$ cat src/rtl/core/ogm_pkg.sv
`default_nettype none

package ogm_pkg;

    // grid size
    localparam int GRID_CELLS_DEF = 65536;

    // field widths
    localparam int IDX_W      = 16;
    localparam int VAL_W      = 8;
    localparam int OWN_W      = 3;
    localparam int CNT_W      = 4;
    localparam int THR_W      = 7;
    localparam int TDATA_W    = IDX_W + VAL_W;
    localparam int CFG_IDX_W  = 2;
    localparam int CFG_DATA_W = 7;

    // register indexes
    localparam logic [CFG_IDX_W-1:0] CFG_OWNER_TAG     = 2'd0;
    localparam logic [CFG_IDX_W-1:0] CFG_OCC_THRESHOLD = 2'd1;
    localparam logic [CFG_IDX_W-1:0] CFG_TOLERANCE     = 2'd2;

    // register reset values
    localparam logic [OWN_W-1:0] OWNER_TAG_RST     = 3'd1;
    localparam logic [THR_W-1:0] OCC_THRESHOLD_RST = 7'd90;
    localparam logic [CNT_W-1:0] TOLERANCE_RST     = 4'd10;

    // cell values and counter limit
    localparam logic signed [VAL_W-1:0] FREE_VAL    = 8'sd0;
    localparam logic signed [VAL_W-1:0] OCC_VAL     = 8'sd100;
    localparam logic signed [VAL_W-1:0] UNKNOWN_VAL = -8'sd1;
    localparam logic [CNT_W-1:0]        CNT_MAX     = 4'd15;

    // per-cell ownership and disagreement counters
    typedef struct packed {
        logic [OWN_W-1:0] owner;
        logic [CNT_W-1:0] free_cnt;
        logic [CNT_W-1:0] occ_cnt;
    } ogm_meta_t;

    // kind of update an item asks for
    typedef struct packed {
        logic copy;
        logic obs_free;
        logic obs_occ;
    } ogm_obs_t;

endpackage

`default_nettype wire

$ cat src/rtl/core/ogm_merge.sv
`default_nettype none

module ogm_merge (
    input  wire ogm_pkg::ogm_obs_t                obs,
    input  wire logic signed [ogm_pkg::VAL_W-1:0] obs_value,
    input  wire logic signed [ogm_pkg::VAL_W-1:0] cur_cell,
    input  wire ogm_pkg::ogm_meta_t               cur_meta,
    input  wire logic [ogm_pkg::OWN_W-1:0]        owner_tag,
    input  wire logic [ogm_pkg::CNT_W-1:0]        tolerance,
    output logic signed [ogm_pkg::VAL_W-1:0]      new_cell,
    output ogm_pkg::ogm_meta_t                    new_meta
);
    import ogm_pkg::*;

    logic signed [VAL_W-1:0] target;
    logic signed [VAL_W-1:0] opposite;
    logic [CNT_W-1:0]        cnt;
    logic [CNT_W-1:0]        cnt_inc;
    logic                    owned;

    // pick target, contradicted value and counter for this observation
    always_comb begin
        target   = obs.obs_free ? FREE_VAL : OCC_VAL;
        opposite = obs.obs_free ? OCC_VAL : FREE_VAL;
        cnt      = obs.obs_free ? cur_meta.free_cnt : cur_meta.occ_cnt;
        cnt_inc  = (cnt < CNT_MAX) ? cnt + 4'd1 : cnt;
        owned    = (cur_meta.owner != '0) && (cur_meta.owner == owner_tag);
    end

    // merge rules: copy, fill unknown, owner overwrite, counted flip
    always_comb begin
        new_cell = cur_cell;
        new_meta = cur_meta;
        if (obs.copy) begin
            new_cell = obs_value;
        end else if (obs.obs_free || obs.obs_occ) begin
            if (cur_cell == UNKNOWN_VAL) begin
                new_cell       = target;
                new_meta.owner = owner_tag;
            end else if (cur_cell == opposite) begin
                if (owned) begin
                    new_cell = target;
                end else if (cnt_inc > tolerance) begin
                    new_cell          = target;
                    new_meta.free_cnt = '0;
                    new_meta.occ_cnt  = '0;
                end else if (obs.obs_free) begin
                    new_meta.free_cnt = cnt_inc;
                end else begin
                    new_meta.occ_cnt = cnt_inc;
                end
            end
        end
    end

endmodule

`default_nettype wire

$ cat config.mk
export PLATFORM = sky130hd
export DESIGN_NAME = ogm_merge
export DESIGN_NICKNAME = d
export VERILOG_FILES = /design/src/rtl/core/ogm_pkg.sv /design/src/rtl/core/ogm_merge.sv
export SDC_FILE = /design/constraint.sdc
export NUM_CORES = 1
export LEC_CHECK = 0
export ABC_AREA = 1
export BUFFER_PORTS_ARGS = -buffer_cell sky130_fd_sc_hd__buf_4
export CAP_MARGIN = 5
export CORE_MARGIN = 4
export CORE_UTILIZATION = 41
export DETAILED_ROUTE_END_ITERATION = 12
export PLACE_DENSITY = 0.82
export REMOVE_ABC_BUFFERS = 1
export SETUP_SLACK_MARGIN = 0.1
export SLEW_MARGIN = 20
export SYNTH_ARGS = -nofsm -noshare
export SYNTH_HDL_FRONTEND = slang
export SYNTH_SLANG_ARGS = --single-unit
$ cat constraint.sdc
create_clock -name vclk -period 2.1
set_input_delay 0.21 -clock vclk [all_inputs]
set_output_delay 0.21 -clock vclk [all_outputs]
set_load 0.02 [all_outputs]
==> flow_summary.json <==
{
  "path_max_fanout": 5,
  "power_uw": 388,
  "cp.required_ns": 1.89,
  "worstHoldPathCells": 4,
  "drt-total-wl_mm": 3.36,
  "end_kind": "primary output",
  "drtIter0Drc": 15,
  "vias_per_cell": 4.78,
  "syn-cell-area_um2": 850,
  "n_antenna_cell": 0,
  "rows": 16,
  "cp-start-kind": "input pin",
  "numPortBuffers": 56,
  "finalSetupViolCount": 12,
  "groute.usage.overall_pct": 18.2,
  "antenna_found_initial": 0,
  "grt_pass1_wl_mm": 4.13,
  "dpl-instance-area_um2": 1410,
  "relSlewSlack_pct": 65.5,
  "dieHeight_um": 53.5,
  "coreArea_um2": 1960,
  "grt_max_degree": 14,
  "p_leak_nw": 0.929,
  "hold_end": "new_cell[2]",
  "drtAntennaViolNets": 0,
  "holdBufCountCts": 0,
  "dp_hpwl_mm": 2.18,
  "placedCellCount": 277,
  "dr.pass1.iters": 4,
  "grt_pass1_vias": 1121,
  "area_growth_pct": 90.1,
  "fmax_mhz": 410,
  "vias": 1339,
  "crit_start": "obs[1]",
  "final_core_util_pct": 82.3,
  "finalWorstSetupSlack_ns": -0.338,
  "violations": "setup timing",
  "gp_congestion": 0.838,
  "final_cells": 280,
  "highest_layer": "met4",
  "rsz0062_at_grt": "yes",
  "seq_cell_count": 0,
  "drv_cap": 0,
  "route.met3.wl_um": 173,
  "fin_crit_ns": 2.44,
  "finalNetCount": 297,
  "drcViolationCount": 0,
  "tightest_slew_ns": 0.513,
  "dieArea_um2": 2860,
  "ir_worst_vdd_mv": 0.146,
  "whs_ns": 0.707,
  "io_pins": 56,
  "overflow": 0,
  "n_clock_buffer": 0,
  "ys_seq_area_share_pct": 0,
  "ys_warn_count": 0,
  "regArea_um2": 0,
  "worstHoldStart": "obs_value[2]",
  "syn_area_per_cell_um2": 4.72,
  "synth_cell_types": 19,
  "drive_above_1_share_pct": 47.4,
  "initial_utilization_pct": 43.3,
  "cp_data_arrival_time_ns": 2.23,
  "period_share_pct": 116,
  "powerDensity_nw_per_um2": 240,
  "hp-class": "in -> out",
  "status": "finished, violations left",
  "finalHoldViolations": 0,
  "critPathKind": "in -> out",
  "wl_met2_mm": 1.77,
  "die_w_um": 53.5,
  "wl_per_cell_um": 12.0,
  "syn_inst": 180,
  "met1Wirelength_mm": 1.35,
  "final_area_um2": 1620,
  "maxSlewViolCount": 0
}
cell type report:
| class | count | area, um2 |
|---|---|---|
| Timing Repair Buffer | 76 | 609 |
| Inverter | 31 | 129 |
| Tap cell | 27 | 33.8 |
| Fill cell | 147 | 347 |
| Multi-Input combinational cell | 146 | 843 |
repair_timing:
item                                    in CTS  in global routing
gates resized for setup                     18                 35
pin swaps                                   13                 15
endpoints found under the hold margin        0                  0
endpoints found under the setup margin      12                 12
buffers inserted                             1                  2
metal layers:
| layer | GRT usage (%) | vias up |
|---|---|---|
| met5 | 0 | - |
| met4 | 0 | 0 |
| met3 | 1.97 | 8 |
| met2 | 37.3 | 51 |
| met1 | 20.7 | 582 |
| li1 | - | 698 |
worst max-delay path, cell delays in order:
cell and delay (ns):
buf_12 0.11, inv_8 0.04, o21ai_4 0.16, ha_4 0.19, nand2_4 0.07, nor2_1 0.17
nor2_2 0.07, ha_1 0.27, nand2_1 0.04, inv_1 0.07, nand2_1 0.05, nand2_1 0.05
nand2_1 0.06, inv_1 0.15, nand2_1 0.17, nand2_1 0.15, nor2_2 0.04, buf_4 0.15
cells in the final DEF, fill, tap and decap left out:
cell type / instances
nand3_2: 2
ha_4: 2
nand2_2: 14
inv_1: 27
inv_4: 2
buf_12: 1
nand2_1: 59
o22ai_1: 1
nand2_4: 4
nor2_1: 21
inv_2: 1
nor2_4: 2
buf_4: 69
o31ai_1: 2
a21oi_1: 2
o21ai_0: 7
ha_2: 1
a21oi_2: 1
nor3_1: 2
nand3_1: 8
buf_8: 1
o21ai_2: 2
o21ai_1: 2
nor2_2: 7
o21ai_4: 4
xor2_2: 1
buf_6: 5
ha_1: 2
inv_8: 1
synth_stat cells:
master	count	area share (%)
o31ai_1	2	1.8
a21oi_1	3	1.8
nand2_1	74	33
buf_6	2	2.7
nand3_2	1	1.2
nand3_1	9	5.3
o22ai_1	1	0.74
inv_1	31	14
ha_1	5	7.4
nor3_1	2	1.2
o21ai_1	3	1.8
xor2_2	1	1.9
o21ai_0	8	4.7
nand2_2	3	2.2
nor2_1	23	10
nor2_2	5	3.7
clkbuf_1	1	0.44
nor2_4	2	2.7
o21ai_2	4	4.1
power breakdown:
group          switching (mW)  internal [mW]
Sequential                  0              0
Combinational           0.201          0.187
Clock                       0              0
cells by family (layout without fill, tap and decap cells):
kind of cell | count (synthesis) | count (layout) | synth area share (%)
adders and majority gates | 5 | 5 | 7.36
buffers and inverters | 34 | 107 | 16.8
and+or+nand+nor | 119 | 119 | 59.1
AOI/OAI and AO/OA | 21 | 21 | 14.9
xor gates and xnor gates | 1 | 1 | 1.92
worst max path at each step:
stage	end	slack, ns	cells past startpoint
4_1_cts	new_cell[5]	-0.27	23
5_1_grt	new_cell[6]	-0.43	22
3_5_place_dp	new_cell[6]	-0.48	22
6_report	new_meta[6]	-0.34	18
2_1_floorplan	new_cell[4]	-0.51	17
3_3_place_gp	new_cell[2]	-0.42	22
through the flow:
stage	worst slack, ns	TNS (ns)
floorplan	-0.513	-3.80
global placement	-0.420	-4.25
detailed placement	-0.481	-4.87
CTS	-0.271	-2.87
global route	-0.434	-4.78
finish	-0.338	-3.21
No activity file was read; power rests on OpenSTA's default activity.
